==> src/hdl/j1939fc_pkg.sv <==
// ----------------------------------------------------------------------------
// J1939 frame classifier package
// Shared types, codes and constants of the classifier pipeline.
// ----------------------------------------------------------------------------
`timescale 1ns / 1ps

package j1939fc_pkg;

	// Port widths
	localparam int IdWidth      = 29;
	localparam int InDataWidth  = 32;
	localparam int OutDataWidth = 40;
	localparam int CfgWidth     = 18;
	localparam int CfgIdxWidth  = 3;
	localparam int PgnWidth     = 18;

	// Message class codes, in rule priority order
	typedef enum logic [4:0] {
		CLS_REQ              = 5'd0,
		CLS_DM14             = 5'd1,
		CLS_ACK              = 5'd2,
		CLS_DM15             = 5'd3,
		CLS_DM16             = 5'd4,
		CLS_TP_CM            = 5'd5,
		CLS_TP_DT            = 5'd6,
		CLS_PROP_A           = 5'd7,
		CLS_PROP_B           = 5'd8,
		CLS_ADDR_CLAIMED     = 5'd9,
		CLS_ADDR_NOT_CLAIMED = 5'd10,
		CLS_DM1              = 5'd11,
		CLS_DM2              = 5'd12,
		CLS_SW_ID            = 5'd13,
		CLS_ECU_ID           = 5'd14,
		CLS_COMP_ID          = 5'd15,
		CLS_AUX_FLOW         = 5'd16,
		CLS_GP_FLOW          = 5'd17,
		CLS_AUX_POS          = 5'd18,
		CLS_AUX_CMD          = 5'd19,
		CLS_GP_CMD           = 5'd20,
		CLS_ADDR_DELETE      = 5'd21,
		CLS_UNKNOWN          = 5'd22
	} cls_e;

	// One rule per class below unknown
	localparam int NumRules = 22;
	typedef logic [NumRules-1:0] rule_hits_t;

	// Configuration register indexes
	typedef enum logic [CfgIdxWidth-1:0] {
		CFG_OWN_ADDRESS  = 3'd0,
		CFG_PROP_B_LOW   = 3'd1,
		CFG_PROP_B_HIGH  = 3'd2,
		CFG_PROP_B2_LOW  = 3'd3,
		CFG_PROP_B2_HIGH = 3'd4
	} cfg_idx_e;

	// Register reset values
	localparam logic [7:0]          OwnAddressRst = 8'd128;
	localparam logic [PgnWidth-1:0] PropBLowRst   = 18'h0FF00;
	localparam logic [PgnWidth-1:0] PropBHighRst  = 18'h0FFFF;
	localparam logic [PgnWidth-1:0] PropB2LowRst  = 18'h1FF00;
	localparam logic [PgnWidth-1:0] PropB2HighRst = 18'h1FFFF;

	// Top field codes (priority, EDP, DP)
	localparam logic [4:0] TopP6 = 5'h18;
	localparam logic [4:0] TopP7 = 5'h1C;
	localparam logic [4:0] TopP5 = 5'h14;
	localparam logic [4:0] TopP3 = 5'h0C;
	localparam logic [4:0] TopP0 = 5'h00;

	// PDU format codes
	localparam logic [7:0] PfPdu2Min   = 8'd240;
	localparam logic [7:0] PfRequest   = 8'hEA;
	localparam logic [7:0] PfDm14      = 8'hD9;
	localparam logic [7:0] PfAck       = 8'hE8;
	localparam logic [7:0] PfDm15      = 8'hD8;
	localparam logic [7:0] PfDm16      = 8'hD7;
	localparam logic [7:0] PfTpCm      = 8'hEC;
	localparam logic [7:0] PfTpDt      = 8'hEB;
	localparam logic [7:0] PfPropA     = 8'hEF;
	localparam logic [7:0] PfAddrClaim = 8'hEE;
	localparam logic [7:0] PfFe        = 8'hFE;
	localparam logic [7:0] PfFd        = 8'hFD;
	localparam logic [7:0] PfFf        = 8'hFF;
	localparam logic [7:0] PfGpFlow    = 8'hC6;
	localparam logic [7:0] PfGpCmd     = 8'hC4;
	localparam logic [7:0] PfAddrDel   = 8'h02;

	// Destination / PDU specific codes
	localparam logic [7:0] DaGlobal  = 8'hFF;
	localparam logic [7:0] DaPropA   = 8'h23;
	localparam logic [7:0] DaDm1     = 8'hCA;
	localparam logic [7:0] DaDm2     = 8'hCB;
	localparam logic [7:0] DaSwId    = 8'hDA;
	localparam logic [7:0] DaEcuId   = 8'hC5;
	localparam logic [7:0] DaCompId  = 8'hEB;
	localparam logic [3:0] DaAuxFlow = 4'h1;
	localparam logic [3:0] DaAuxPos  = 4'h2;
	localparam logic [3:0] DaAuxCmd  = 4'h3;
	localparam logic [7:0] SaNull    = 8'hFE;

	// Configuration as seen by the rule stage
	typedef struct packed {
		logic [7:0]          own_address;
		logic [PgnWidth-1:0] prop_b_low;
		logic [PgnWidth-1:0] prop_b_high;
		logic [PgnWidth-1:0] prop_b2_low;
		logic [PgnWidth-1:0] prop_b2_high;
	} cfg_t;

	// Stage 1: split identifier
	typedef struct packed {
		logic [4:0]          top;
		logic [7:0]          pf;
		logic [7:0]          da;
		logic [7:0]          sa;
		logic [PgnWidth-1:0] pgn;
	} fields_t;

	// Stage 2: rule hits
	typedef struct packed {
		rule_hits_t          hits;
		logic [3:0]          da_low;
		logic [7:0]          sa;
		logic [PgnWidth-1:0] pgn;
	} match_t;

	// Stage 3: result item
	typedef struct packed {
		logic [3:0]          valve_number;
		logic [7:0]          src_addr;
		logic [PgnWidth-1:0] pgn;
		cls_e                msg_class;
	} result_t;

endpackage

==> src/hdl/j1939_frame_classifier_core.sv <==
// ----------------------------------------------------------------------------
// J1939 frame classifier core
// Classifies received 29-bit identifiers into J1939 message classes.
// ----------------------------------------------------------------------------
//
//  Channel   Dir  Handshake                   Payload
//  s_axis    in   s_axis_tvalid/tready        can_id
//  m_axis    out  m_axis_tvalid/tready        msg_class, pgn, src_addr,
//                                             valve_number
//  cfg       in   cfg_wr_en (no wait)         cfg_index, cfg_data
//
//  Three register stages (decode, rule match, priority pick): an item passes
//  through the decode, rule match and priority pick registers in that order;
//  one item per cycle sustained while m_axis_tready keeps the output free.
//  Each stage holds while the stage after it is full and stalled; nothing
//  is dropped or repeated. Reset clears stage valids and loads register
//  defaults. Configuration is read by the rule stage.
// ----------------------------------------------------------------------------
`timescale 1ns / 1ps

module j1939_frame_classifier_core (
	input  logic                                   clk,
	input  logic                                   arst_n,
	// Input items
	input  logic                                   s_axis_tvalid,
	output logic                                   s_axis_tready,
	input  logic [j1939fc_pkg::InDataWidth-1:0]    s_axis_tdata,  // [28:0] can_id
	// Result items
	output logic                                   m_axis_tvalid,
	input  logic                                   m_axis_tready,
	// [4:0] msg_class, [22:5] pgn, [30:23] src_addr, [34:31] valve_number
	output logic [j1939fc_pkg::OutDataWidth-1:0]   m_axis_tdata,
	// Configuration writes
	input  logic                                   cfg_wr_en,
	input  logic [j1939fc_pkg::CfgIdxWidth-1:0]    cfg_index,
	input  logic [j1939fc_pkg::CfgWidth-1:0]       cfg_data
);

	j1939fc_pkg::cfg_t    cfg_q;
	j1939fc_pkg::fields_t fields;
	j1939fc_pkg::match_t  match;
	j1939fc_pkg::result_t result;
	logic dec_valid, match_ready, match_valid, prio_ready;

	// Configuration registers
	always_ff @(posedge clk or negedge arst_n) begin
		if (!arst_n) begin
			cfg_q.own_address  <= j1939fc_pkg::OwnAddressRst;
			cfg_q.prop_b_low   <= j1939fc_pkg::PropBLowRst;
			cfg_q.prop_b_high  <= j1939fc_pkg::PropBHighRst;
			cfg_q.prop_b2_low  <= j1939fc_pkg::PropB2LowRst;
			cfg_q.prop_b2_high <= j1939fc_pkg::PropB2HighRst;
		end else if (cfg_wr_en) begin
			unique case (cfg_index)
				j1939fc_pkg::CFG_OWN_ADDRESS:  cfg_q.own_address  <= cfg_data[7:0];
				j1939fc_pkg::CFG_PROP_B_LOW:   cfg_q.prop_b_low   <= cfg_data;
				j1939fc_pkg::CFG_PROP_B_HIGH:  cfg_q.prop_b_high  <= cfg_data;
				j1939fc_pkg::CFG_PROP_B2_LOW:  cfg_q.prop_b2_low  <= cfg_data;
				j1939fc_pkg::CFG_PROP_B2_HIGH: cfg_q.prop_b2_high <= cfg_data;
				default: ;
			endcase
		end
	end

	// Stage 1: field split
	j1939fc_decode u_decode (
		.clk       (clk),
		.arst_n    (arst_n),
		.in_valid  (s_axis_tvalid),
		.in_ready  (s_axis_tready),
		.can_id    (s_axis_tdata[j1939fc_pkg::IdWidth-1:0]),
		.out_valid (dec_valid),
		.out_ready (match_ready),
		.fields    (fields)
	);

	// Stage 2: rule evaluation
	j1939fc_match u_match (
		.clk       (clk),
		.arst_n    (arst_n),
		.cfg       (cfg_q),
		.in_valid  (dec_valid),
		.in_ready  (match_ready),
		.fields    (fields),
		.out_valid (match_valid),
		.out_ready (prio_ready),
		.match     (match)
	);

	// Stage 3: priority pick and output register
	j1939fc_prio u_prio (
		.clk       (clk),
		.arst_n    (arst_n),
		.in_valid  (match_valid),
		.in_ready  (prio_ready),
		.match     (match),
		.out_valid (m_axis_tvalid),
		.out_ready (m_axis_tready),
		.result    (result)
	);

	assign m_axis_tdata = {5'b0, result.valve_number, result.src_addr,
		result.pgn, result.msg_class};

endmodule

==> src/hdl/j1939fc_decode.sv <==
// ----------------------------------------------------------------------------
// J1939 classifier decode stage
// Splits the identifier into fields and derives the PGN.
// ----------------------------------------------------------------------------
`timescale 1ns / 1ps

module j1939fc_decode (
	input  logic                               clk,
	input  logic                               arst_n,
	input  logic                               in_valid,
	output logic                               in_ready,
	input  logic [j1939fc_pkg::IdWidth-1:0]    can_id,
	output logic                               out_valid,
	input  logic                               out_ready,
	output j1939fc_pkg::fields_t               fields
);

	logic                 valid_s1;
	j1939fc_pkg::fields_t data_s1;
	j1939fc_pkg::fields_t next_fields;

	// Field split; PS is kept only for PDU2 formats
	always_comb begin
		next_fields.top = can_id[28:24];
		next_fields.pf  = can_id[23:16];
		next_fields.da  = can_id[15:8];
		next_fields.sa  = can_id[7:0];
		next_fields.pgn = {can_id[25:16],
			(can_id[23:16] >= j1939fc_pkg::PfPdu2Min) ? can_id[15:8] : 8'h00};
	end

	assign in_ready = !valid_s1 || out_ready;

	always_ff @(posedge clk or negedge arst_n) begin
		if (!arst_n) begin
			valid_s1 <= 1'b0;
		end else if (in_ready) begin
			valid_s1 <= in_valid;
		end
	end

	always_ff @(posedge clk) begin
		if (in_valid && in_ready) begin
			data_s1 <= next_fields;
		end
	end

	assign out_valid = valid_s1;
	assign fields    = data_s1;

endmodule

==> src/hdl/j1939fc_match.sv <==
// ----------------------------------------------------------------------------
// J1939 classifier rule stage
// Evaluates every classification rule in parallel into a hit vector.
// ----------------------------------------------------------------------------
`timescale 1ns / 1ps

module j1939fc_match (
	input  logic                  clk,
	input  logic                  arst_n,
	input  j1939fc_pkg::cfg_t     cfg,
	input  logic                  in_valid,
	output logic                  in_ready,
	input  j1939fc_pkg::fields_t  fields,
	output logic                  out_valid,
	input  logic                  out_ready,
	output j1939fc_pkg::match_t   match
);

	logic                    valid_s2;
	j1939fc_pkg::match_t     data_s2;
	j1939fc_pkg::rule_hits_t hits;
	logic to_me, to_me_or_all, in_prop_b;
	logic t6, t7, t5, t3, t0;

	// Shared qualifiers
	always_comb begin
		to_me        = (fields.da == cfg.own_address);
		to_me_or_all = to_me || (fields.da == j1939fc_pkg::DaGlobal);
		in_prop_b    = ((fields.pgn >= cfg.prop_b_low) && (fields.pgn <= cfg.prop_b_high)) ||
			((fields.pgn >= cfg.prop_b2_low) && (fields.pgn <= cfg.prop_b2_high));
		t6 = (fields.top == j1939fc_pkg::TopP6);
		t7 = (fields.top == j1939fc_pkg::TopP7);
		t5 = (fields.top == j1939fc_pkg::TopP5);
		t3 = (fields.top == j1939fc_pkg::TopP3);
		t0 = (fields.top == j1939fc_pkg::TopP0);
	end

	// One bit per rule, indexed by its class code
	always_comb begin
		hits = '0;
		hits[j1939fc_pkg::CLS_REQ]   = t6 && fields.pf == j1939fc_pkg::PfRequest && to_me_or_all;
		hits[j1939fc_pkg::CLS_DM14]  = t6 && fields.pf == j1939fc_pkg::PfDm14 && to_me;
		hits[j1939fc_pkg::CLS_ACK]   = t6 && fields.pf == j1939fc_pkg::PfAck && to_me;
		hits[j1939fc_pkg::CLS_DM15]  = t6 && fields.pf == j1939fc_pkg::PfDm15 && to_me;
		hits[j1939fc_pkg::CLS_DM16]  = t6 && fields.pf == j1939fc_pkg::PfDm16 && to_me;
		hits[j1939fc_pkg::CLS_TP_CM] = t7 && fields.pf == j1939fc_pkg::PfTpCm && to_me_or_all;
		hits[j1939fc_pkg::CLS_TP_DT] = t7 && fields.pf == j1939fc_pkg::PfTpDt && to_me_or_all;
		hits[j1939fc_pkg::CLS_PROP_A] = t5 && fields.pf == j1939fc_pkg::PfPropA &&
			fields.da == j1939fc_pkg::DaPropA;
		hits[j1939fc_pkg::CLS_PROP_B] = in_prop_b;
		hits[j1939fc_pkg::CLS_ADDR_CLAIMED] = t6 && fields.pf == j1939fc_pkg::PfAddrClaim &&
			fields.da == j1939fc_pkg::DaGlobal && fields.sa != j1939fc_pkg::SaNull;
		hits[j1939fc_pkg::CLS_ADDR_NOT_CLAIMED] = t6 &&
			fields.pf == j1939fc_pkg::PfAddrClaim && fields.da == j1939fc_pkg::DaGlobal;
		hits[j1939fc_pkg::CLS_DM1]   = t6 && fields.pf == j1939fc_pkg::PfFe &&
			fields.da == j1939fc_pkg::DaDm1;
		hits[j1939fc_pkg::CLS_DM2]   = t6 && fields.pf == j1939fc_pkg::PfFe &&
			fields.da == j1939fc_pkg::DaDm2;
		hits[j1939fc_pkg::CLS_SW_ID] = t6 && fields.pf == j1939fc_pkg::PfFe &&
			fields.da == j1939fc_pkg::DaSwId;
		hits[j1939fc_pkg::CLS_ECU_ID] = t6 && fields.pf == j1939fc_pkg::PfFd &&
			fields.da == j1939fc_pkg::DaEcuId;
		hits[j1939fc_pkg::CLS_COMP_ID] = t6 && fields.pf == j1939fc_pkg::PfFe &&
			fields.da == j1939fc_pkg::DaCompId;
		hits[j1939fc_pkg::CLS_AUX_FLOW] = t3 && fields.pf == j1939fc_pkg::PfFe &&
			fields.da[7:4] == j1939fc_pkg::DaAuxFlow;
		hits[j1939fc_pkg::CLS_GP_FLOW] = t3 && fields.pf == j1939fc_pkg::PfGpFlow && to_me;
		hits[j1939fc_pkg::CLS_AUX_POS] = t3 && fields.pf == j1939fc_pkg::PfFf &&
			fields.da[7:4] == j1939fc_pkg::DaAuxPos;
		hits[j1939fc_pkg::CLS_AUX_CMD] = t3 && fields.pf == j1939fc_pkg::PfFe &&
			fields.da[7:4] == j1939fc_pkg::DaAuxCmd;
		hits[j1939fc_pkg::CLS_GP_CMD] = t3 && fields.pf == j1939fc_pkg::PfGpCmd && to_me;
		hits[j1939fc_pkg::CLS_ADDR_DELETE] = t0 && fields.pf == j1939fc_pkg::PfAddrDel &&
			to_me_or_all;
	end

	assign in_ready = !valid_s2 || out_ready;

	always_ff @(posedge clk or negedge arst_n) begin
		if (!arst_n) begin
			valid_s2 <= 1'b0;
		end else if (in_ready) begin
			valid_s2 <= in_valid;
		end
	end

	always_ff @(posedge clk) begin
		if (in_valid && in_ready) begin
			data_s2.hits   <= hits;
			data_s2.da_low <= fields.da[3:0];
			data_s2.sa     <= fields.sa;
			data_s2.pgn    <= fields.pgn;
		end
	end

	assign out_valid = valid_s2;
	assign match     = data_s2;

endmodule

==> src/hdl/j1939fc_prio.sv <==
// ----------------------------------------------------------------------------
// J1939 classifier priority stage
// Picks the first matching rule and forms the result item.
// ----------------------------------------------------------------------------
`timescale 1ns / 1ps

module j1939fc_prio (
	input  logic                 clk,
	input  logic                 arst_n,
	input  logic                 in_valid,
	output logic                 in_ready,
	input  j1939fc_pkg::match_t  match,
	output logic                 out_valid,
	input  logic                 out_ready,
	output j1939fc_pkg::result_t result
);

	logic                 valid_s3;
	j1939fc_pkg::result_t data_s3;
	j1939fc_pkg::cls_e    cls;
	logic [3:0]           valve;

	// Lowest set hit wins; no hit means unknown
	always_comb begin
		cls = j1939fc_pkg::CLS_UNKNOWN;
		for (int i = j1939fc_pkg::NumRules - 1; i >= 0; i--) begin
			if (match.hits[i]) begin
				cls = j1939fc_pkg::cls_e'(5'(i));
			end
		end
	end

	// Valve number only for the auxiliary valve classes
	always_comb begin
		if (cls inside {j1939fc_pkg::CLS_AUX_FLOW, j1939fc_pkg::CLS_AUX_POS,
				j1939fc_pkg::CLS_AUX_CMD}) begin
			valve = match.da_low;
		end else begin
			valve = 4'h0;
		end
	end

	assign in_ready = !valid_s3 || out_ready;

	always_ff @(posedge clk or negedge arst_n) begin
		if (!arst_n) begin
			valid_s3 <= 1'b0;
		end else if (in_ready) begin
			valid_s3 <= in_valid;
		end
	end

	always_ff @(posedge clk) begin
		if (in_valid && in_ready) begin
			data_s3.msg_class    <= cls;
			data_s3.pgn          <= match.pgn;
			data_s3.src_addr     <= match.sa;
			data_s3.valve_number <= valve;
		end
	end

	assign out_valid = valid_s3;
	assign result    = data_s3;

endmodule

==> config.mk <==
export PLATFORM = sky130hd
export DESIGN_NAME = j1939_frame_classifier_core
export DESIGN_NICKNAME = d
export VERILOG_FILES = /design/src/hdl/j1939fc_pkg.sv /design/src/hdl/j1939_frame_classifier_core.sv /design/src/hdl/j1939fc_decode.sv /design/src/hdl/j1939fc_match.sv /design/src/hdl/j1939fc_prio.sv
export SDC_FILE = /design/constraint.sdc
export NUM_CORES = 1
export LEC_CHECK = 0
export BUFFER_PORTS_ARGS = -buffer_cell sky130_fd_sc_hd__buf_4
export CAP_MARGIN = 15
export CELL_PAD_IN_SITES_DETAIL_PLACEMENT = 0
export CELL_PAD_IN_SITES_GLOBAL_PLACEMENT = 2
export CORE_MARGIN = 1
export CORE_UTILIZATION = 36
export CTS_CLUSTER_DIAMETER = 40
export CTS_CLUSTER_SIZE = 14
export DETAILED_ROUTE_END_ITERATION = 10
export GPL_TIMING_DRIVEN = 0
export HOLD_SLACK_MARGIN = 0.05
export PLACE_DENSITY_LB_ADDON = 0.1
export SLEW_MARGIN = 0
export SYNTH_ARGS = -nofsm -noshare
export SYNTH_HDL_FRONTEND = slang
export SYNTH_SLANG_ARGS = --single-unit
==> constraint.sdc <==
create_clock -name clk -period 2.05 [get_ports clk]
set_input_delay 0.3075 -clock clk [delete_from_list [all_inputs] [get_ports clk]]
set_output_delay 0.3075 -clock clk [all_outputs]
set_load 0.03 [all_outputs]
[Word level (Yosys, flattened, before mapping)]
Index checks and enable logic that the tools add are counted.
W data, S select, Z words.
Storage, ports and cells
  bits in latches: 0
  register bits: 217
  memory bits (writable): 0
  memory bits (read-only): 0
  memories kept: 0
  word-level logic and storage cells: 145
Operators by class
  mux-type cells: 22
  multiply operators: 0
  add/sub/neg operators: 0
  magnitude comparators: 5
  eq/ne operators: 38
  div/mod/pow operators: 0
  reductions and logical operators: 58
  shift-type cells: 0
  bitwise logic cells: 0
Operators with widths (number)
  $eq A8 B8 Y1 const B: 20
  $mux W5: 21
  $logic_and A1 B1 Y1: 42
  $ge A18 B18 Y1: 2
  $le A18 B18 Y1: 2
  $eq A5 B5 Y1 const B: 6
  $reduce_and A2 Y1: 5
  $eq A4 B2 Y1 const B: 2
  $eq A8 B2 Y1 const B: 1
  $eq A8 B6 Y1 const B: 1
  $eq A8 B8 Y1: 1
  $ge A8 B8 Y1 const B: 1
  $ne A8 B8 Y1 const B: 1
  $eq A3 B2 Y1 const B: 2
  $eq A5 B4 Y1 const B: 1
  $logic_not A5 Y1: 1
  $logic_or A1 B1 Y1: 5
  $eq A4 B1 Y1 const B: 1
  $eq A3 B1 Y1 const B: 1
  $eq A3 B3 Y1 const B: 1
  $logic_not A1 Y1: 3
  $logic_not A3 Y1: 1
  $reduce_bool A3 Y1: 1
  $mux W2: 1

[Longest topological paths before layout]
Gate-level depths: netlist (run 1).
  depth after elaboration: 24
  depth in mapped cells: 8
  mapped depth without buffers: 8

[By module]
From an unflattened synthesis (run 1), not the netlist that was laid out.
Second synthesis, totals
  cells, all modules: 710
  area total of the unflattened synthesis: 9835.7 sq um
By module, submodules not included
  j1939fc_match: seq. area each 1586.5 sq um, times used 1, area an instance 3881.2 sq um, cells each 384
  j1939_frame_classifier_core: seq. area each 2065.7 sq um, times used 1, area an instance 3261.9 sq um, cells each 178
  j1939fc_prio: seq. area each 1076.0 sq um, times used 1, area an instance 1401.3 sq um, cells each 88
  j1939fc_decode: seq. area each 1136.1 sq um, times used 1, area an instance 1291.2 sq um, cells each 60

[Worst setup path before layout (run 1)]
No wires, ideal clock.
  kind: register to register
  start: register u_prio.valid_s3 (netlist: u_prio.out_valid)
  end: register u_match.data_s2 (netlist bit u_match.match[0]) (enable)
  library setup time: 415 ps
  stages on the path, launching flop included: 4
  setup slack: -352 ps
  required time: 1635 ps
  clock period less this slack: 2402 ps
  data arrival time: 1987 ps
  path through: dfrtp_1 > nor2b_1 > nand2_1 > and2_1
Between the ends
  word-level cells in the longest chain between the ends: 4
Ends and longest elaborated chain
  from (decl): RTL line j1939fc_prio.sv:18  | logic valid_s3;
  from (signal assigned): RTL line j1939fc_prio.sv:49  | valid_s3 <= in_valid;
  $logic_not A1 Y1: RTL line j1939fc_prio.sv:43  | assign in_ready = !valid_s3 || out_ready;
  $logic_or A1 B1 Y1: RTL line j1939fc_prio.sv:43
  $logic_or A1 B1 Y1: RTL line j1939fc_match.sv:77  | assign in_ready = !valid_s2 || out_ready;
  $logic_and A1 B1 Y1: RTL line j1939fc_match.sv:88  | if (in_valid && in_ready) begin
  to (decl): RTL line j1939fc_match.sv:20  | j1939fc_pkg::match_t data_s2;
No other way between the ends.
A chain may end at the register's enable or synchronous reset.

[Final worst setup path (run 1)]
  start: register u_decode.data_s1 (netlist bit u_decode.fields[9])
  end: register u_match.data_s2 (netlist bit u_match.match[38]), data pin
Between the ends
  word-level cells in the longest chain between the ends: 3
  elaborated cells between the ends (all ways): 7
  those cells by class: order compare: 4; reduce/logical: 3
Ends and longest elaborated chain
  from (decl): RTL line j1939fc_decode.sv:19  | j1939fc_pkg::fields_t data_s1;
  from (signal assigned): RTL line j1939fc_decode.sv:44  | data_s1 <= next_fields;
  $ge A18 B18 Y1 (tied with other cells): RTL line j1939fc_match.sv:29  | in_prop_b = ((fields.pgn >= cfg.prop_b_low) && (fields.pgn <= cfg.prop_b_high)) ||
  $logic_and A1 B1 Y1, on equally long branches: RTL line j1939fc_match.sv:29, j1939fc_match.sv:30
  $logic_or A1 B1 Y1 *: RTL line j1939fc_match.sv:29
  via u_match.hits[8]: RTL line j1939fc_match.sv:21  | j1939fc_pkg::rule_hits_t hits;
Mark *: on every way through the listed nets, which the timed path passes. The rest lies on a longest branch.

==> impl_metrics.toml, run 1 <==
[yosys]
ys_types = 56
synth_ff_type = "edfxtp_1"
synth_warnings = 0
synth_xor_area_frac = 0.00740
ys_seq_elements = 207
synthCells = 755
muxShareOfSynthArea = 0.0345
synth_simple_gate_area_share = 0.122
synth_compound_area_frac = 0.0821
async_reset_ff_frac = 0.401
syn_area_per_cell_um2 = 12.5
yosysSeqAreaShare = 0.620
syn_area_um2 = 9460
synth_top_family_by_area = "simple AND/OR/NAND/NOR gates"
synthAdderAreaFrac = 0.0952
synth_edf_count = 124

[critical_path]
end_kind = "flip-flop"
startpoint = "u_decode.fields[9]"
regToRegSetupSlack_ns = -0.12
crit_chain = "ha_1 -> nand4_1 -> nor2_2 -> a21boi_2 -> o41ai_1 -> a21oi_1 -> o32ai_2"
start_kind = "flip-flop"
cp_max_fo = 4
r2r_cells = 7
crit_arrival_ns = 2.41
crit_type = "reg -> reg"
cp_top_family = "compound AO/OA/AOI/OAI gates"
cp_slowest_cell = "edfxtp_1"
crit_buf_inv = 0
timing.rr.end = "u_match.match[38]"
worstPathRequired_ns = 2.30
slowest_delay_ns = 0.53
rr_startpoint = "u_decode.fields[9]"

[sta]
period_share = 1.06
fmax_mhz = 462
rsz0062_at_grt = "true"
relSlewSlack = 0.250
hold_viol_final = 0
slew_violations = 0
worstMarginPinSlew_ns = 1.12
setup_ws_ns = -0.116
fin_skew_ns = 0.0180
final.min_clock_period_ns = 2.17
setup_viol = 5

[clock_network]
clockBufferDepth = 3
clk_latency_ns = 0.51
root_buffer = "clkbuf_16"
htree_levels = 2
cts_buffers = 36
cts.sinks = 207
cts_tree = "done"
clkTransAtPathRegs_ns = 0.06

[floorplan]
die_w_um = 164
std_cell_rows = 58
io_pins = 100
dieHeight_um = 164
start_util = 0.372
core_area_um2 = 25500
die-area_um2 = 26900

[placement]
gp_congestion = 0.843
numPlacedInstances = 1178
io_buffers = 89
place_area_um2 = 10600
dp_hpwl_um = 16000
dp_slack_ns = -0.556

[drt]
drt_wl_total_um = 22900
route.detailed.drc = 0
ant_nets = 0
initialDrtViolationCount = 270
firstDrtPassIters = 4
vias = 6493
viasPerCell = 4.93
wl_per_cell_um = 17.3

[final_layout]
multiInputGateArea_um2 = 3410
diodes = 0
drive_above_1_share = 0.313
ff_latch_area_um2 = 5860
fillCellCount = 2265
finish.net_count = 1090
utilization = 0.496
final_cell_count_no_fill = 1318
area_growth_pct = 33.6
mostFrequentLayoutCells = "125 x buf_4, 124 x edfxtp_1, 74 x inv_1, 74 x nand2_1, 69 x ha_1"
layout_commonest_cell = "buf_4"
final_cell_area_um2 = 12600

[grt]
grt-ovfl-total = 0
track_usage = 0.177
grt_max_degree = 84
grt_pass1_wl_um = 35700
antenna_found_initial = 0
grt_pass1_vias = 6665

[power_and_ir_drop]
pwr-share-comb = 0.157
clockPowerShare = 0.438
p_leak_nw = 5.22
power.density_nw_per_um2 = 1060
p_sw_mw = 3.63
peakVddDrop_mv = 0.602
internal_power_mw = 9.81
switching_share = 0.270
power_frac_seq = 0.405

[outcome]
violations = "setup timing"
status = "finished, violations left"

[flow_run]
cap_violations = 0

[min_path]
min_from = "cfg_data[13]"
min_path_type = "in -> reg"
whs_endpoint = "cfg_q[67]"
min_path_cells = 3
==> worst register-to-register path: stages, from the launching register on <==
cell      delay [ns]
edfxtp_1        0.53
ha_1            0.37
nand4_1         0.15
nor2_2          0.19
a21boi_2        0.20
o41ai_1         0.08
a21oi_1         0.26
o32ai_2         0.13
==> sequential cells by signal, summed over array words and instances, names as in the netlist <==
| name | flops |
|---|---|
| cfg_q | 80 |
| u_match.match | 52 |
| u_decode.fields | 37 |
| u_prio.result | 35 |
| u_decode.out_valid | 1 |
| u_match.out_valid | 1 |
| u_prio.out_valid | 1 |
==> final cells by class <==
class	instances	share of cell area
Multi-Input combinational cell	459	0.270
Clock inverter	24	0.0207
Timing Repair Buffer	163	0.108
Tap cell	330	0.0327
Inverter	75	0.0223
Clock buffer	42	0.0754
Buffer	18	0.00742
Sequential cell	207	0.464
==> power by group through the flow <==
stage	clock, mW	sequential (mW)	combinational, mW
floorplan	0	5.59	1.13
global placement	0	5.55	1.80
detailed placement	0	5.56	1.86
CTS	6.04	5.45	2.11
global route	6.23	5.51	2.38
finish	5.90	5.44	2.11
==> cells by family (layout without fill, tap and decap cells) <==
kind of cell	Yosys count	in the layout
compound gates	128	128
flops	207	207
mux	29	29
buf+inv	93	322
other cells	1	5
simple gates	217	217
fa+ha+maj	72	72
xor+xnor	8	8
==> through the flow <==
stage	power (mW)	hold WS (ns)	setup TNS (ns)
after floorplan	6.72	0.0119	0
after global placement	7.34	0.403	-5.48
after detailed placement	7.42	0.405	-3.29
after CTS	13.6	0.0519	-0.507
after global routing	14.1	0.0629	-0.920
final	13.4	0.0613	-0.333
==> timing repair <==
action / 4_1_cts / 5_1_grt
cloned: 0 / 0
resized for setup: 31 / 7
hold buffers: 38 / 0
endpoints found under the hold margin: 50 / 0
endpoints found under the setup margin: 12 / 14
setup buffers: 29 / 5
pin swaps: 20 / 5
==> worst max path at each step <==
stage,end,slack [ns],cells past startpoint
after CTS,u_match.match[38],-0.15,7
after global routing,u_match.match[38],-0.25,7
after detailed placement,u_match.match[38],-0.56,7
final,u_match.match[38],-0.12,7
after floorplan,u_match.match[38],0.02,8
after global placement,u_match.match[38],-0.54,7
==> cells in the mapped netlist (4+ instances only) <==
cell type	count	area share
and3_1	6	0.0040
mux2_2	29	0.035
xor2_1	8	0.0074
nand3_1	13	0.0069
nand2_1	75	0.030
and2_1	12	0.0079
nor4_1	8	0.0053
o41ai_1	4	0.0037
o21ai_0	60	0.032
clkbuf_1	12	0.0048
nor2b_1	7	0.0046
a21oi_1	20	0.011
dfstp_2	51	0.14
ha_1	72	0.095
nor2_1	28	0.011
buf_4	5	0.0040
a21o_1	12	0.0095
nand4_1	14	0.0093
nor3_1	13	0.0069
and4_1	5	0.0046
nor3b_1	8	0.0063
edfxtp_1	124	0.39
inv_1	75	0.030
nand2b_1	9	0.0059
dfrtp_1	32	0.085
a211oi_1	4	0.0032
==> metal layers <==
layer  part of all wire  up-vias  track usage  routed length (µm)
met5                  0        -            0                   0
met4              0.021        0       0.0581                 471
met3              0.039       42       0.0301                 889
met2               0.49      128        0.301               11300
met1               0.45     3171        0.227               10200
li1                   -     3152            -                   -
(Power assumes the default switching activity.)
==> run 2: changes to the inputs <==
--- a/config.mk
+++ b/config.mk
@@ -10,13 +10,13 @@
 export CELL_PAD_IN_SITES_DETAIL_PLACEMENT = 0
 export CELL_PAD_IN_SITES_GLOBAL_PLACEMENT = 2
 export CORE_MARGIN = 1
-export CORE_UTILIZATION = 36
+export CORE_UTILIZATION = 40
 export CTS_CLUSTER_DIAMETER = 40
 export CTS_CLUSTER_SIZE = 14
 export DETAILED_ROUTE_END_ITERATION = 10
 export GPL_TIMING_DRIVEN = 0
 export HOLD_SLACK_MARGIN = 0.05
-export PLACE_DENSITY_LB_ADDON = 0.1
+export PLACE_DENSITY_LB_ADDON = 0.05
 export SLEW_MARGIN = 0
 export SYNTH_ARGS = -nofsm -noshare
 export SYNTH_HDL_FRONTEND = slang
==> constraint.sdc (replaced) <==
create_clock -name clk -period 2.2 [get_ports clk]
set_input_delay 0.33 -clock clk [delete_from_list [all_inputs] [get_ports clk]]
set_output_delay 0.33 -clock clk [all_outputs]
set_load 0.03 [all_outputs]
==> run 2 against run 1 <==
Net effect: the flow still finishes with violations (setup timing); final cell count down 1.1%; power down 9.2%; global-route usage up 1.3 points; sequential share of layout area down 0.30 points; via count about the same; largest cell class unchanged.
==> impl_metrics.toml, run 2 (synthesis results as in run 1) <==
[outcome]
status = "finished, violations left"
violations = "setup timing"

[critical_path]
cp_slowest_cell = "or4_4"
crit_chain = "or4_4 -> nor2_4 -> o21ai_2 -> a211o_1 -> a211oi_4 -> buf_6 -> nor3b_2"
worstPathRequired_ns = 2.47
cp_top_family = "simple AND/OR/NAND/NOR gates"
crit_arrival_ns = 2.47
rr_startpoint = "u_match.match[34]"
slowest_delay_ns = 0.57
cp_max_fo = 4
crit_type = "reg -> reg"
end_kind = "flip-flop"
startpoint = "u_match.match[34]"
crit_buf_inv = 1
start_kind = "flip-flop"

[power_and_ir_drop]
total_power_mw = 12.2
peakVddDrop_mv = 0.595
clockPowerShare = 0.415
power_frac_seq = 0.415
p_sw_mw = 3.25
internal_power_mw = 8.96
p_leak_nw = 5.21
power.density_nw_per_um2 = 959
switching_share = 0.266
pwr-share-comb = 0.170

[floorplan]
core_area_um2 = 22900
dieHeight_um = 156
std_cell_rows = 55
start_util = 0.413
io_pins = 100
die-area_um2 = 24300
die_w_um = 156

[flow_run]
cap_violations = 0

[final_layout]
final_cell_area_um2 = 12700
largest_reg_flops = 80
largest-register = "cfg_q"
drive_above_1_share = 0.321
area_growth_pct = 34.5
mostFrequentLayoutCells = "124 x buf_4, 124 x edfxtp_1, 75 x nand2_1, 73 x inv_1, 66 x ha_1"
diodes = 0
finish.net_count = 1096

[clock_network]
clkTransAtPathRegs_ns = 0.06
clockBufferDepth = 3
htree_levels = 1
cts_tree = "done"
cts_buffers = 30
cts.sinks = 207
clk_latency_ns = 0.56
root_buffer = "clkbuf_16"

[drt]
ant_nets = 0
viasPerCell = 4.98
route.detailed.drc = 0
drt_wl_total_um = 22400
firstDrtPassIters = 4
vias = 6488
initialDrtViolationCount = 295
wl_per_cell_um = 17.2

[grt]
track_usage = 0.189
grt_pass1_vias = 6693
antenna_found_initial = 0
grt-ovfl-total = 0
grt_pass1_wl_um = 35300
grt_max_degree = 84

[sta]
relSlewSlack = 0.236
fin_skew_ns = 0.0120
setup_viol = 1
slew_violations = 0
fmax_mhz = 454
final.min_clock_period_ns = 2.20
period_share = 1.00
setup_ws_ns = -0.00261
hold_viol_final = 0
rsz0062_at_grt = "true"
worstMarginPinSlew_ns = 1.13

[placement]
dp_hpwl_um = 15600
io_buffers = 89
place_area_um2 = 10500
gp_congestion = 0.827

[min_path]
min_path_type = "in -> reg"
min_from = "cfg_data[5]"
run 2: metal layers:
layer	vias up	share of wire	global-route usage	wire length (µm)
met3	42	0.036	0.0311	804
met5	-	0	0	0
li1	3156	-	-	-
met2	120	0.48	0.322	10900
met4	0	0.026	0.0616	579
met1	3170	0.45	0.246	10200
run 2: per-stage QoR:
stage               hold WS [ns]  utilization   TNS, ns  std cells  setup WS (ns)
floorplan                 0.0344            -         0        759          0.167
global placement           0.403        0.460    -0.549       1161         -0.310
detailed placement         0.405        0.460    -0.635       1161         -0.363
CTS                       0.0546        0.536   -0.0414       1279        -0.0414
global route              0.0633        0.555    -0.227       1303        -0.0565
finish                    0.0671        0.555  -0.00261       1303       -0.00261
run 2: what timing repair did:
item | 4_1_cts | 5_1_grt
setup endpoints to repair | 6 | 11
endpoints found under the hold margin | 117 | 0
buffers inserted | 14 | 22
hold buffers | 48 | 0
resized for setup | 13 | 43
pin swaps | 4 | 22
run 2: power groups by stage:
stage                     combinational [mW]  sequential [mW]  clock, mW
final                                   2.08             5.07       5.06
after global routing                    2.33             5.13       5.33
after CTS                               1.92             5.08       5.15
after detailed placement                1.72             5.18          0
after global placement                  1.67             5.17          0
after floorplan                         1.05             5.21          0
run 2: final timing paths:
check	end	slack, ns	cells past startpoint
setup / recovery	u_prio.result[31]	-0.003	7
hold / removal	cfg_q[59]	0.07	3
setup reg to reg	u_prio.result[31]	-0.003	7
hold reg to reg	u_prio.result[19]	0.41	0
max in group asynchronous	cfg_q[62]	1.33	3
min in group asynchronous	cfg_q[75]	0.20	2
run 2: worst min-delay path: stages:
cell,delay (ns)
buf_4,0.13
nand2_1,0.05
o21ai_0,0.07
run 2: final cells by class:
| type | count | area [µm²] |
|---|---|---|
| buffer | 18 | 87.6 |
| clock buffer | 33 | 782 |
| clock inverter | 23 | 308 |
| fill | 1877 | 10200 |
| inverter | 75 | 282 |
| multi-input combinational | 459 | 3520 |
| sequential | 207 | 5860 |
| tap | 313 | 392 |
| timing repair buffer | 175 | 1490 |
==> run 3: changes to the inputs <==
--- a/config.mk
+++ b/config.mk
@@ -10,7 +10,7 @@
 export CELL_PAD_IN_SITES_DETAIL_PLACEMENT = 0
 export CELL_PAD_IN_SITES_GLOBAL_PLACEMENT = 2
 export CORE_MARGIN = 1
-export CORE_UTILIZATION = 40
+export CORE_UTILIZATION = 42
 export CTS_CLUSTER_DIAMETER = 40
 export CTS_CLUSTER_SIZE = 14
 export DETAILED_ROUTE_END_ITERATION = 10
@@ -20,4 +20,5 @@
 export SLEW_MARGIN = 0
 export SYNTH_ARGS = -nofsm -noshare
 export SYNTH_HDL_FRONTEND = slang
+export SYNTH_HIERARCHICAL = 1
 export SYNTH_SLANG_ARGS = --single-unit
==> run 3 against run 2 <==
Net effect: die area fell by 1.0%; setup slack improved by 0.017 ns; combinational power fell by 3%; count of clock-buffer cells in the layout rose by 3; the run now ends clean; cell area fell by 0.79%; wire length fell by 6.1%; register-to-register slack improved by 0.02 ns; final cell count fell by 5.5%; largest cell class unchanged; critical endpoint is now u_match/match[38]; critical path depth rose by 1; largest power group unchanged; synthesized cell count fell by 6.0%.
==> impl_metrics.toml, run 3 <==
[clock_network]
cts_buffers = 31
htree_levels = 1
cts_tree = "done"
cts.sinks = 207
clk_latency_ns = 0.55
clockBufferDepth = 3
clkTransAtPathRegs_ns = 0.06
root_buffer = "clkbuf_16"

[floorplan]
core_area_um2 = 22800
die_w_um = 155
io_pins = 100
dieHeight_um = 155
die-area_um2 = 24000
start_util = 0.432
std_cell_rows = 55

[yosys]
synth_warnings = 6
syn_area_per_cell_um2 = 13.9
ys_top_cells_by_area = "edfxtp_1 38%, dfstp_2 14%, ha_1 9.2%"
synth_ff_type = "edfxtp_1"
ys_seq_elements = 207
synth_edf_count = 124
syn_area_um2 = 9840
yosysMostFrequentCell = "edfxtp_1"
synth_top_area_frac = 0.379
yosysSeqAreaShare = 0.596
synth_top_area_cell = "edfxtp_1"
synthCells = 710
ys_types = 65
async_reset_ff_frac = 0.401
synth_common_cells = "124 x edfxtp_1, 77 x inv_1, 72 x ha_1, 55 x mux2_2, 51 x dfstp_2"

[sta]
slew_violations = 0
relSlewSlack = 0.285
period_share = 0.994
fmax_mhz = 457
worstMarginPinSlew_ns = 1.07
final.min_clock_period_ns = 2.19
rsz0062_at_grt = "true"
hold_viol_final = 0
fin_skew_ns = 0.0158
setup_viol = 0

[grt]
grt_pass1_wl_um = 33500
antenna_found_initial = 0
grt_max_degree = 84
track_usage = 0.182
grt-ovfl-total = 0
grt_pass1_vias = 6271

[final_layout]
layout_commonest_cell = "edfxtp_1"
area_growth_pct = 28.4
largest-register = "cfg_q"
largest_reg_flops = 80
finish.net_count = 1023
diodes = 0
drive_above_1_share = 0.357
mostFrequentLayoutCells = "124 x edfxtp_1, 117 x buf_4, 76 x inv_1, 71 x ha_1, 55 x mux2_2"
utilization = 0.554
final_cell_count_no_fill = 1231
fillCellCount = 1838

[critical_path]
cp_max_fo = 2
worstPathRequired_ns = 2.60
start_kind = "flip-flop"
crit_type = "reg -> reg"
startpoint = "cfg_q[3]"
end_kind = "flip-flop"
crit_arrival_ns = 2.58
rr_startpoint = "cfg_q[3]"

[power_and_ir_drop]
power.density_nw_per_um2 = 971
p_leak_nw = 5.31
total_power_mw = 12.3
peakVddDrop_mv = 0.609

[drt]
drt_wl_total_um = 21100
route.detailed.drc = 0
firstDrtPassIters = 5
viasPerCell = 4.95
vias = 6088
ant_nets = 0
wl_per_cell_um = 17.1
initialDrtViolationCount = 317

[min_path]
min_from = "cfg_data[4]"
min_path_type = "in -> reg"

[placement]
dp_hpwl_um = 15000
io_buffers = 91
gp_congestion = 0.864
numPlacedInstances = 1118

[outcome]
status = "completed"

[flow_run]
cap_violations = 0
[run 3: cell count changes after synthesis, moves of 5 or more]
cell / before / now
mux2_1: 0 / 10
mux2_2: 29 / 55
mux2_4: 0 / 15
a21oi_1: 20 / 29
nor3b_1: 8 / 1
buf_4: 5 / 15
buf_6: 0 / 5
o21ai_0: 60 / 10
clkbuf_1: 12 / 0
nand2_1: 75 / 24
nor2_1: 28 / 22
[run 3: what timing repair did]
action	4_1_cts	5_1_grt
hold endpoints to repair	101	0
pin swaps	2	3
gates resized for setup	5	12
hold buffers	43	0
setup endpoints to repair	5	3
setup buffers	6	5
[run 3: metrics by stage]
| step | hold slack (ns) | setup slack, ns | area, µm² | TNS (ns) |
|---|---|---|---|---|
| finish | 0.0773 | 0.0139 | 12600 | 0 |
| global route | 0.0586 | -0.0724 | 12600 | -0.0760 |
| CTS | 0.0506 | -0.119 | 12500 | -0.119 |
| detailed placement | 0.405 | -0.653 | 10900 | -1.05 |
| global placement | 0.402 | -0.604 | 10900 | -0.856 |
| floorplan | 0.0344 | 0.143 | 9850 | 0 |
[run 3: area by class of cell]
class | count | area [µm²] | share of cell area
timing repair buffer | 146 | 1220 | 0.0963
multi-input combinational | 408 | 3560 | 0.282
buffer | 22 | 209 | 0.0166
clock inverter | 22 | 287 | 0.0227
tap | 313 | 392 | 0.0310
inverter | 77 | 289 | 0.0229
sequential | 207 | 5860 | 0.465
clock buffer | 36 | 805 | 0.0637
[run 3: worst paths after layout]
| path | endpoint | slack [ns] | cells past startpoint |
|---|---|---|---|
| worst max-delay path | u_match/match[38] | 0.01 | 8 |
| worst min-delay path | cfg_q[58] | 0.08 | 2 |
| worst max register to register | u_match/match[38] | 0.01 | 8 |
| worst min register to register | u_prio/result[11] | 0.42 | 0 |
| max in group asynchronous | cfg_q[21] | 0.98 | 2 |
| min in group asynchronous | cfg_q[52] | 0.52 | 2 |
[run 3: where the power goes]
group          total, mW  internal (mW)  switching, mW
Clock               5.07           3.25           1.82
Combinational       2.01          0.976           1.04
Sequential          5.18           4.86          0.311
Total               12.3           9.09           3.17
[run 3: worst max-delay path, stage by stage (launching register included)]
cell and delay (ns):
dfstp_2 0.53, inv_1 0.05, ha_1 0.31, a21oi_2 0.17, o21ai_2 0.10, a2111oi_4 0.42
o221ai_1 0.17, o21ai_1 0.16, o2bb2ai_2 0.14
[run 3: metal layers]
| metal | vias up | global-route usage | part of all wire |
|---|---|---|---|
| li1 | 2958 | - | - |
| met1 | 2971 | 0.237 | 0.45 |
| met2 | 126 | 0.313 | 0.49 |
| met3 | 33 | 0.0309 | 0.037 |
| met4 | 0 | 0.0528 | 0.021 |
| met5 | - | 0 | 0 |
[run 3: kinds of logic after synthesis]
family,synth area share
buffers and inverters,0.0506
adder cells (fa/ha/maj),0.0916
other,0.000381
XOR/XNOR,0.00712
AO/OA/AOI/OAI,0.0522
multiplexers,0.0973
AND/OR/NAND/NOR,0.105
flip-flops,0.596
